File: src/sv/cxfd_pkg.sv
// ----------------------------------------------------------------------------
// cxfd_pkg: shared types and constants of the chained xor frame decryptor
// Word layouts of both channels, status codes, frame geometry and the
// length check used by the decrypt datapath.
// ----------------------------------------------------------------------------
package cxfd_pkg;

    // key and chain geometry
    localparam int KEY_BYTES  = 8;
    localparam int KEY_W      = 8 * KEY_BYTES;
    localparam int LANE_W     = $clog2(KEY_BYTES);

    // frame geometry
    localparam logic [31:0] HEAD_BYTES = 32'd4;
    localparam logic [31:0] LEN_BYTES  = 32'd4;
    localparam logic [31:0] TERM_BYTES = 32'd4;
    localparam logic [31:0] HDR_BYTES  = HEAD_BYTES + LEN_BYTES;
    localparam logic [31:0] OVERHEAD   = HEAD_BYTES + LEN_BYTES + TERM_BYTES;
    localparam logic [31:0] MIN_MSG    = 32'(2 * KEY_BYTES);
    localparam logic [31:0] POS_MAX    = 32'hFFFF_FFFF;

    // configuration port
    localparam int PADDR_W = 4;
    localparam int PDATA_W = 64;
    localparam logic REG_SHARED_KEY = 1'b0;

    // result kinds
    localparam logic KIND_PAYLOAD = 1'b0;
    localparam logic KIND_STATUS  = 1'b1;

    // status codes
    localparam logic [2:0] ST_OK         = 3'd0;
    localparam logic [2:0] ST_TOO_SHORT  = 3'd1;
    localparam logic [2:0] ST_NOT_MULT   = 3'd2;
    localparam logic [2:0] ST_BAD_LENGTH = 3'd3;
    localparam logic [2:0] ST_BAD_TERM   = 3'd4;
    localparam logic [2:0] ST_NO_ROOM    = 3'd5;

    typedef struct packed {
        logic [7:0]  cipher_byte;
        logic [31:0] message_length;
        logic [31:0] output_room;
        logic        end_of_message;
    } in_word_t;

    typedef struct packed {
        logic [7:0] plain_byte;
        logic       kind;
        logic [2:0] status;
        logic       last;
    } out_word_t;

    // decrypt step outcome handed to the output stage
    typedef struct packed {
        logic      produce;
        out_word_t word;
    } dec_result_t;

    // terminator "TrEp"
    function automatic logic [7:0] term_byte(input logic [1:0] k);
        logic [7:0] b;
        case (k)
            2'd0:    b = 8'h54;
            2'd1:    b = 8'h72;
            2'd2:    b = 8'h45;
            default: b = 8'h70;
        endcase
        return b;
    endfunction

    // message length sane and payload length fits inside it
    function automatic logic length_ok(input logic [31:0] m, input logic [31:0] len);
        logic [31:0] lim;
        lim = m - OVERHEAD;
        return (m >= MIN_MSG) && (m[LANE_W-1:0] == '0) && !len[31] && (len <= lim);
    endfunction

endpackage

File: src/sv/chained_xor_frame_decrypt_core.sv
// ----------------------------------------------------------------------------
// chained_xor_frame_decrypt_core: streaming chained-xor frame decryptor
//
// Ciphertext words (one byte plus message length, output room and an
// end-of-message flag) enter on the s_ valid/ready channel. Each byte is
// xored with its chain lane; decrypted payload bytes leave on the m_
// channel with kind 0, and the final byte of a message yields one status
// word (kind 1, last 1). Header, length and terminator bytes give no word.
// The shared key is written over the APB-style port at byte address 0
// and is picked up at the start of the next message.
//
// Throughput: one byte per cycle while the result register can take each
// result. The input register and the result register lie between the
// edge that accepts a word and m_valid, with the whole decrypt step in
// the single logic level between them.
// A stalled receiver holds the result register; the input register still
// takes the next byte, and bytes that make no result keep flowing until a
// result needs the occupied output register.
// Reset (aresetn low, synchronous) empties both stages, clears the key,
// the chain and the frame parser.
// ----------------------------------------------------------------------------
module chained_xor_frame_decrypt_core import cxfd_pkg::*; (
    input  logic               aclk,
    input  logic               aresetn,
    // configuration
    input  logic               psel,
    input  logic               penable,
    input  logic               pwrite,
    input  logic [PADDR_W-1:0] paddr,
    input  logic [PDATA_W-1:0] pwdata,
    output logic [PDATA_W-1:0] prdata,
    output logic               pready,
    // ciphertext in
    input  logic               s_valid,
    output logic               s_ready,
    input  in_word_t           s_data,
    // plaintext / status out
    output logic               m_valid,
    input  logic               m_ready,
    output out_word_t          m_data
);

    logic [KEY_W-1:0] shared_key;
    logic             in_valid_reg, in_valid_next;
    in_word_t         in_word_reg;
    logic             out_valid_reg, out_valid_next;
    out_word_t        out_word_reg;
    dec_result_t      dec_res;
    logic             out_free, advance, load_out;

    cxfd_apb u_apb (
        .aclk       (aclk),
        .aresetn    (aresetn),
        .psel       (psel),
        .penable    (penable),
        .pwrite     (pwrite),
        .paddr      (paddr),
        .pwdata     (pwdata),
        .prdata     (prdata),
        .pready     (pready),
        .shared_key (shared_key)
    );

    cxfd_dec u_dec (
        .aclk       (aclk),
        .aresetn    (aresetn),
        .shared_key (shared_key),
        .in_word    (in_word_reg),
        .fire       (advance),
        .result     (dec_res)
    );

    // stage handshake
    always_comb begin
        out_free       = !out_valid_reg || m_ready;
        advance        = in_valid_reg && (!dec_res.produce || out_free);
        load_out       = advance && dec_res.produce;
        s_ready        = !in_valid_reg || advance;
        in_valid_next  = (s_valid && s_ready) || (in_valid_reg && !advance);
        out_valid_next = load_out || (out_valid_reg && !m_ready);
    end

    // input register
    always_ff @(posedge aclk) begin
        if (!aresetn) begin
            in_valid_reg <= 1'b0;
        end else begin
            in_valid_reg <= in_valid_next;
        end
    end

    always_ff @(posedge aclk) begin
        if (s_valid && s_ready) begin
            in_word_reg <= s_data;
        end
    end

    // result register
    always_ff @(posedge aclk) begin
        if (!aresetn) begin
            out_valid_reg <= 1'b0;
        end else begin
            out_valid_reg <= out_valid_next;
        end
    end

    always_ff @(posedge aclk) begin
        if (load_out) begin
            out_word_reg <= dec_res.word;
        end
    end

    assign m_valid = out_valid_reg;
    assign m_data  = out_word_reg;

    // checks
    a_in_hold: assert property (@(posedge aclk) disable iff (!aresetn)
        in_valid_reg && !advance |=> in_valid_reg && $stable(in_word_reg))
        else $error("pending input word lost or changed");

    a_no_overwrite: assert property (@(posedge aclk) disable iff (!aresetn)
        load_out |-> out_free)
        else $error("result register overwritten while occupied");

    a_payload_fields: assert property (@(posedge aclk) disable iff (!aresetn)
        m_valid && (m_data.kind == KIND_PAYLOAD) |-> !m_data.last && (m_data.status == ST_OK))
        else $error("payload word carries status fields");

endmodule

File: src/sv/cxfd_apb.sv
// ----------------------------------------------------------------------------
// cxfd_apb: configuration register file
// Holds the 64-bit shared key behind an APB-style write/read port.
// ----------------------------------------------------------------------------
module cxfd_apb import cxfd_pkg::*; (
    input  logic               aclk,
    input  logic               aresetn,
    input  logic               psel,
    input  logic               penable,
    input  logic               pwrite,
    input  logic [PADDR_W-1:0] paddr,
    input  logic [PDATA_W-1:0] pwdata,
    output logic [PDATA_W-1:0] prdata,
    output logic               pready,
    output logic [KEY_W-1:0]   shared_key
);

    logic [KEY_W-1:0] key_reg;
    logic             wr_en;

    assign pready = 1'b1;
    assign wr_en  = psel && penable && pwrite && (paddr[PADDR_W-1] == REG_SHARED_KEY);

    // key register
    always_ff @(posedge aclk) begin
        if (!aresetn) begin
            key_reg <= '0;
        end else if (wr_en) begin
            key_reg <= pwdata;
        end
    end

    // read mux
    always_comb begin
        prdata = '0;
        if (paddr[PADDR_W-1] == REG_SHARED_KEY) begin
            prdata = key_reg;
        end
    end

    assign shared_key = key_reg;

endmodule

File: src/sv/cxfd_dec.sv
// ----------------------------------------------------------------------------
// cxfd_dec: per-byte decrypt and frame parser
// Chain xor, lane update, head/length capture, terminator match and the
// final status, all evaluated in one pass on the registered input word.
// ----------------------------------------------------------------------------
module cxfd_dec import cxfd_pkg::*; (
    input  logic             aclk,
    input  logic             aresetn,
    input  logic [KEY_W-1:0] shared_key,
    input  in_word_t         in_word,
    input  logic             fire,
    output dec_result_t      result
);

    logic [KEY_W-1:0]  chain_reg, chain_next, chain_cur;
    logic [31:0]       pos_reg, pos_next;
    logic [31:0]       head_reg, head_next;
    logic [31:0]       len_reg, len_next;
    logic [2:0]        term_reg, term_next, term_cur;

    logic              first;
    logic [LANE_W-1:0] lane;
    logic [7:0]        key_byte, plain, neg_byte, head_byte;
    logic [31:0]       off, dt;
    logic              in_payload, emit;
    logic [2:0]        st;

    // chain lane select and decrypt
    always_comb begin
        first     = (pos_reg == '0);
        chain_cur = first ? shared_key : chain_reg;
        lane      = pos_reg[LANE_W-1:0];
        key_byte  = chain_cur[{lane, 3'b000} +: 8];
        plain     = in_word.cipher_byte ^ key_byte;
        neg_byte  = 8'h00 - in_word.cipher_byte;
        for (int i = 0; i < KEY_BYTES; i++) begin
            chain_next[8*i +: 8] = (lane == LANE_W'(i)) ? neg_byte : chain_cur[8*i +: 8];
        end
    end

    // frame parsing
    always_comb begin
        head_next  = head_reg;
        len_next   = len_reg;
        term_cur   = first ? 3'd0 : term_reg;
        term_next  = term_cur;
        head_byte  = head_reg[{~pos_reg[1:0], 3'b000} +: 8];
        off        = pos_reg - HDR_BYTES;
        dt         = off - len_reg;
        in_payload = 1'b0;
        if (pos_reg < HEAD_BYTES) begin
            head_next = {head_reg[23:0], plain};
        end else if (pos_reg < HDR_BYTES) begin
            len_next = {len_reg[23:0], plain ^ head_byte};
        end else if (off < len_reg) begin
            in_payload = 1'b1;
        end else if (dt < TERM_BYTES) begin
            if ((term_cur == {1'b0, dt[1:0]}) && (plain == term_byte(dt[1:0]))) begin
                term_next = {1'b0, dt[1:0]} + 3'd1;
            end
        end
    end

    // status of the final byte
    always_comb begin
        if (in_word.message_length < MIN_MSG) begin
            st = ST_TOO_SHORT;
        end else if (in_word.message_length[LANE_W-1:0] != '0) begin
            st = ST_NOT_MULT;
        end else if (!length_ok(in_word.message_length, len_next)) begin
            st = ST_BAD_LENGTH;
        end else if (term_next < TERM_BYTES[2:0]) begin
            st = ST_BAD_TERM;
        end else if (in_word.output_room < len_next) begin
            st = ST_NO_ROOM;
        end else begin
            st = ST_OK;
        end
    end

    // result and position
    always_comb begin
        emit = !in_word.end_of_message && in_payload
             && length_ok(in_word.message_length, len_reg);
        result.produce = in_word.end_of_message || emit;
        if (in_word.end_of_message) begin
            result.word = '{plain_byte: 8'h00, kind: KIND_STATUS, status: st, last: 1'b1};
            pos_next    = '0;
        end else begin
            result.word = '{plain_byte: plain, kind: KIND_PAYLOAD, status: ST_OK, last: 1'b0};
            pos_next    = (pos_reg == POS_MAX) ? pos_reg : pos_reg + 32'd1;
        end
    end

    // state registers
    always_ff @(posedge aclk) begin
        if (!aresetn) begin
            chain_reg <= '0;
            pos_reg   <= '0;
            head_reg  <= '0;
            len_reg   <= '0;
            term_reg  <= '0;
        end else if (fire) begin
            chain_reg <= chain_next;
            pos_reg   <= pos_next;
            head_reg  <= head_next;
            len_reg   <= len_next;
            term_reg  <= term_next;
        end
    end

    // checks
    a_eom_restarts: assert property (@(posedge aclk) disable iff (!aresetn)
        fire && in_word.end_of_message |=> pos_reg == '0)
        else $error("position not cleared after final byte");

    a_pos_steps: assert property (@(posedge aclk) disable iff (!aresetn)
        fire && !in_word.end_of_message && (pos_reg != POS_MAX)
        |=> pos_reg == $past(pos_reg) + 32'd1)
        else $error("position did not advance by one");

    a_term_range: assert property (@(posedge aclk) disable iff (!aresetn)
        term_reg <= TERM_BYTES[2:0])
        else $error("terminator match count out of range");

endmodule

File: config.mk
export PLATFORM = sky130hd
export DESIGN_NAME = chained_xor_frame_decrypt_core
export DESIGN_NICKNAME = d
export VERILOG_FILES = /design/src/sv/cxfd_pkg.sv /design/src/sv/chained_xor_frame_decrypt_core.sv /design/src/sv/cxfd_apb.sv /design/src/sv/cxfd_dec.sv
export SDC_FILE = /design/constraint.sdc
export NUM_CORES = 1
export LEC_CHECK = 0
export ABC_AREA = 1
export BUFFER_PORTS_ARGS = -buffer_cell sky130_fd_sc_hd__buf_2
export CORE_UTILIZATION = 51
export CTS_CLUSTER_SIZE = 12
export DETAILED_ROUTE_END_ITERATION = 10
export PLACE_DENSITY = 0.71
export SYNTH_ARGS = -nofsm -noshare
export SYNTH_HDL_FRONTEND = slang
export SYNTH_SLANG_ARGS = --single-unit
File: constraint.sdc
create_clock -name aclk -period 8.35 [get_ports aclk]
set_clock_uncertainty 0.2 [all_clocks]
set_input_delay 0.4175 -clock aclk [delete_from_list [all_inputs] [get_ports aclk]]
set_output_delay 0.4175 -clock aclk [all_outputs]
set_load 0.05 [all_outputs]
* Yosys cells after proc, flatten, opt, wreduce, memory -nomap -nowiden
Index checks and enable logic that the tools add are counted.
Word-level totals: bits of input ports 148, register bits 315, output and inout port bits 80, logic and storage cells 128
Cells by class: reductions and logical operators 39, shift operators 2, muxes and demuxes 34, equal/unequal tests 13, add/subtract/negate cells 6, magnitude comparators 10, bitwise operators 6
Operators by type and width (count):
- 2-to-1 mux 32 bit | 4
- 2-to-1 mux 64 bit | 2
- 2-to-1 mux 8 bit | 12
- less-or-equal comparator 32 bit | 2
- < comparator 32 x 3 -> 1 bit, second input constant | 2
- < comparator 32 bit | 2
- variable part select 64 x 7 -> 8 bit | 1
- subtractor 32 x 4 -> 32 bit, second input constant | 2
- 2-to-1 mux 3 bit | 11
- adder 32 x 1 -> 32 bit, second input constant | 1
- equality test 32 bit, second input constant | 1
- >= comparator 32 x 5 -> 1 bit, second input constant | 1
- zero test 32 bit | 1
- < comparator 32 x 4 -> 1 bit, second input constant | 1
- < comparator 32 x 5 -> 1 bit, second input constant | 1
- variable part select 32 x 6 -> 8 bit | 1
- subtractor 32 bit | 1
- case mux 6 bit (3 select lines) | 1
- logical AND 1 bit | 16
- XOR 8 bit | 2
- equality test 3 bit, second input constant | 4
- equality test 8 bit | 1
- zero test 1 bit | 8
- subtractor 1 x 8 -> 8 bit, first input constant | 1
- 19 further kinds | 31

* Depth between registers and ports, before layout
depth in word-level cells 21, depth in mapped cells 36, mapped depth without buffers 36

* By module
From an unflattened synthesis, not the netlist that was laid out.
Second synthesis, totals: cells, all modules 2916, area, all modules 20463.4 µm²
By module, submodules not included:
- cxfd_dec | cells each 2258, times used 1, area an instance 14422.6 µm², seq. area each 3263.1 µm²
- cxfd_apb | cells each 553, times used 1, area an instance 3337.0 µm², seq. area each 1281.2 µm²
- chained_xor_frame_decrypt_core | cells each 105, times used 1, area an instance 2703.8 µm², seq. area each 2622.5 µm²

* Worst setup path after synthesis
No wires, ideal clock.
kind register -> register, start register in_word_reg[35] (netlist name), end register in_word_reg[0] (netlist name) (enable), stages on the path, launching flop included 30, period minus slack after synthesis 6.251 ns, buffers on the path 0, arrival 5.625 ns, library setup time 0.427 ns, setup slack 2.099 ns, cell sequence edfxtp_1 -> nand2_1 -> inv_1 -> nor2_1 -> nand2_1 -> inv_1 -> nand3_1 -> nor3_1 -> nand3_1 -> nor3_1 -> nand2_1 -> nor2_1 -> nand2_1 -> nor2_1 -> nand2_1 -> nor4_1 -> xnor2_1 -> ha_1 -> nand4_1 -> nor4_1 -> inv_1 -> nor4_1 -> nand2_1 -> nand4_1 -> nand2_1 -> nand3_1 -> o21ai_2 -> nand3_1 -> nand2_1 -> inv_1
On the way: longest elaborated chain between the ends 11, elaborated cells on any way between the ends 14
Ends and longest elaborated chain:
- from (decl) | RTL line chained_xor_frame_decrypt_core.sv:45 | in_word_t in_word_reg;
- from (signal assigned) | RTL line chained_xor_frame_decrypt_core.sv:94 | in_word_reg <= s_data;
- parallel branches: the longest is 3 deep, another holds subtractor 32 x 4 -> 32 bit
- logical AND 1 bit * | RTL line cxfd_pkg.sv:75 | return (m >= MIN_MSG) && (m[LANE_W-1:0] == '0) && !len[31] && (len <= lim);
- logical AND 1 bit * | RTL line cxfd_dec.sv:84 | && length_ok(in_word.message_length, len_reg);
- logical OR 1 bit * | RTL line cxfd_dec.sv:85 | result.produce = in_word.end_of_message || emit;
- zero test 1 bit * | RTL line chained_xor_frame_decrypt_core.sv:76 | advance = in_valid_reg && (!dec_res.produce || out_free);
- logical OR 1 bit * | RTL line chained_xor_frame_decrypt_core.sv:76
- logical AND 1 bit * | RTL line chained_xor_frame_decrypt_core.sv:76
- logical OR 1 bit * | RTL line chained_xor_frame_decrypt_core.sv:78 | s_ready = !in_valid_reg || advance;
- via s_ready | RTL line chained_xor_frame_decrypt_core.sv:35 | output logic s_ready,
- logical AND 1 bit * | RTL line chained_xor_frame_decrypt_core.sv:93 | if (s_valid && s_ready) begin
Mark *: on every way through the listed nets, which the timed path passes. A chain may end at the register's enable or synchronous reset.

* Worst setup path after layout
start register in_word_reg[35] (netlist name), end register u_dec.term_reg[0]
On the way: longest elaborated chain between the ends 9, elaborated cells on any way between the ends 12
Ends and longest elaborated chain:
- parallel branches: the longest is 3 deep, another holds subtractor 32 x 4 -> 32 bit
- logical AND 1 bit * | RTL line cxfd_pkg.sv:75
- logical AND 1 bit * | RTL line cxfd_dec.sv:84
- logical OR 1 bit * | RTL line cxfd_dec.sv:85
- zero test 1 bit * | RTL line chained_xor_frame_decrypt_core.sv:76
- logical OR 1 bit * | RTL line chained_xor_frame_decrypt_core.sv:76
- logical AND 1 bit * | RTL line chained_xor_frame_decrypt_core.sv:76
- to (signal assigned) | RTL line cxfd_dec.sv:108 | term_reg <= term_next;
- to (decl) | RTL line cxfd_dec.sv:19 | logic [2:0] term_reg, term_next, term_cur;
Every way passes the cells marked *.

==> flow_summary_export.csv <==
group,metric,value,unit
logic_synthesis,synth_area_per_cell,7.26,sq um
critical_path,slowest_delay,0.53,ns
layout,final_util,62.4,%
clock_network,clock-sinks,314,
logic_synthesis,yosysSeqAreaShare,36.5,%
critical_path,setup.worst_path.start_class,"register",
clock_network,postCtsSetupRepairBufs,0,
critical_path,crit_top_cell,"nand2_1",
hold_path,hp-start,"aresetn",
logic_synthesis,syn_inst,2694,
grt,overflow,0,
critical_path,path_class,"register to register",
hold_path,whs_path_depth,3,
critical_path,timing.reg2reg.setup_slack,1.67,ns
clock_network,numCtsBuffers,37,
critical_path,critPathSlowestCell,"buf_12",
sta,hold_viol,0,
clock_network,cts_hold_buf,138,
grt,grt_use_total,29.9,%
detailed_routing,wire_per_inst,17.0,um
critical_path,r2r_end,"u_dec.term_reg[0]$_SDFFE_PN0P_",
clock_network,cts.repair.resized,0,
sta,setup_violations,0,
clock_network,clockBufferDepth,3,
power_and_ir_drop,leakage,9.82,nW
run,timing.max_cap.violations,0,
floorplan,die_w,198,um
logic_synthesis,synthFlopType,"dfxtp_1",
critical_path,path_max_fanout,184,
clock_network,cts.htree.levels,2,
layout,layout_commonest_cell,"nand2_1",
critical_path,cp-end-kind,"register",
logic_synthesis,synth_edf_count,85,
sta,fmax,150,MHz
detailed_routing,drcViolationCount,0,
detailed_routing,drt-vias-per-instance,5.50,
hold_path,hp-class,"input pin to register",
floorplan,ioPinCount,228,
clock_network,clock_tree.root_cell,"clkbuf_16",
critical_path,cp.buffers_inverters,5,
grt,antenna_found_initial,0,
logic_synthesis,ys_ff_latch,314,
detailed_routing,wl,59900,um
placed_design,io_buffers,223,
sta,setup_tns,0,ns
grt,grt_pass1_wl,92500,um
layout,drive_gt1_share,11.7,%
logic_synthesis,synthArstFlopShare,0,%
floorplan,die-area,39100,sq um
power_and_ir_drop,power_density,173,nW/um^2
sta,grt_setup_unrepaired,"false",
floorplan,rows,71,
sta,slew_headroom,26.9,%
placed_design,place_hpwl,42300,um
critical_path,timing.rr.start,"in_word_reg[35]$_DFFE_PP_",
detailed_routing,drtPass1Iterations,6,
critical_path,path_delay_family,"simple AND/OR/NAND/NOR gates",
status,outcome,"finished, final reports clean",
sta,fin_crit,6.68,ns
detailed_routing,postRouteAntennaNets,0,
floorplan,start_util,51.9,%
layout,largest_reg_flops,73,
floorplan,design.core.area,37700,sq um
detailed_routing,via_count,19400,
grt,grt_pass1_vias,17900,
logic_synthesis,syn-cell-area,19600,sq um
sta,period_share,80.0,%
critical_path,cp.required,8.63,ns
layout,area_growth,20.2,%
clock_network,clock_latency,0.56,ns
critical_path,worstRegToRegCells,32,
logic_synthesis,ys_types,57,
sta,slew_violations,0,
critical_path,arrival,6.95,ns
layout,mostFrequentLayoutCells,"nand2_1 (452), a21oi_1 (321), inv_1 (308)",
layout,num_antenna_cells,0,
hold_path,hold_end,"u_apb.shared_key[8]$_SDFFE_PN0P_",
sta,tightest_slew,1.10,ns
placed_design,place.gp.congestion,0.938,
detailed_routing,drt_iter0_markers,1448,
logic_synthesis,syn_nets,2985,
grt,grt_max_degree,185,
layout,finalNetCount,3283,
clock_network,cts_tree,"yes",
logic_synthesis,yosys_warnings,0,
clock_network,path_clk_slew,0.06,ns
floorplan,fp.dieH,198,um
power_and_ir_drop,ir_worst_vdd,0.171,mV
-- Yosys cell counts (19+ instances only) --
cell type,count,area share [%]
nor2_1,264,5.1
nor3_1,33,0.84
a21oi_1,321,8.2
ha_1,142,9.1
edfxtp_1,85,13
nand4_1,28,0.90
nand2_1,452,8.7
o21ai_1,45,1.2
o21ai_0,307,7.9
inv_1,310,5.9
dfxtp_1,229,23
a31oi_1,19,0.61
xnor2_1,30,1.3
clkbuf_1,84,1.6
nand3_1,93,2.4
xor2_1,53,2.4
-- worst max-delay path by stage --
stage | startpoint | to | slack, ns | depth (start not counted)
2_1_floorplan | in_word_reg[35]$_DFFE_PP_ | in_word_reg[0]$_DFFE_PP_ | 2.10 | 29
3_3_place_gp | in_word_reg[35]$_DFFE_PP_ | m_data[10]$_SDFFCE_PP0P_ | 1.93 | 30
3_5_place_dp | in_word_reg[35]$_DFFE_PP_ | m_data[8]$_SDFFCE_PP0P_ | 1.80 | 30
4_1_cts | in_word_reg[35]$_DFFE_PP_ | m_data[4]$_DFFE_PP_ | 1.77 | 30
5_1_grt | in_word_reg[35]$_DFFE_PP_ | u_dec.pos_reg[15]$_SDFFE_PN0P_ | 0.92 | 34
6_report | in_word_reg[35]$_DFFE_PP_ | u_dec.term_reg[0]$_SDFFE_PN0P_ | 1.67 | 32
-- metrics by stage --
| step | hold slack, ns | instances | total power [mW] | setup WS (ns) | instance area (sq um) |
|---|---|---|---|---|---|
| 2_1_floorplan | 0.224 | 2694 | 2.23 | 2.10 | 19600 |
| 3_3_place_gp | 0.235 | 3326 | 2.42 | 1.93 | 20900 |
| 3_5_place_dp | 0.242 | 3326 | 2.44 | 1.80 | 20900 |
| 4_1_cts | 0.0185 | 3527 | 4.09 | 1.77 | 23500 |
| 5_1_grt | 0.0624 | 3527 | 4.25 | 0.915 | 23500 |
| 6_report | 0.0438 | 3527 | 4.08 | 1.67 | 23500 |
-- where the power goes --
group	leakage [nW]	internal, mW	switching (mW)
clock	0.588	0.931	0.665
combinational	6.53	0.283	0.498
sequential	2.70	1.65	0.0529
total	9.82	2.86	1.22
-- kinds of logic after synthesis --
family	count (synthesis)	synth area share [%]
buffers and inverters	447	9.08
adders and majority gates	143	9.19
DFF	314	36.5
other	1	0.0192
and+or+nand+nor	932	20.2
xor gates and xnor gates	85	3.88
AOI/OAI and AO/OA	772	21.1
-- tightest hold or removal path, stage by stage --
cell and delay, ns:
buf_4 0.19, o21ai_0 0.10, a21oi_1 0.05
-- layout make-up --
class	count	area, sq um
Clock buffer	49	1060
Timing Repair Buffer	379	2660
Multi-Input combinational cell	1933	10600
Tap cell	511	639
Clock inverter	14	131
Fill cell	3344	14200
Inverter	327	1230
Sequential cell	314	7140
-- per-layer routing --
metal / wire length, um / up-vias / track usage [%]
met5: 0 / - / 0
met4: 2270 / 0 / 12.9
met3: 3540 / 138 / 3.61
met2: 28500 / 692 / 51.9
met1: 25600 / 8929 / 37.3
li1: - / 9639 / -
Note: power is estimated with default switching activity, not from simulation.
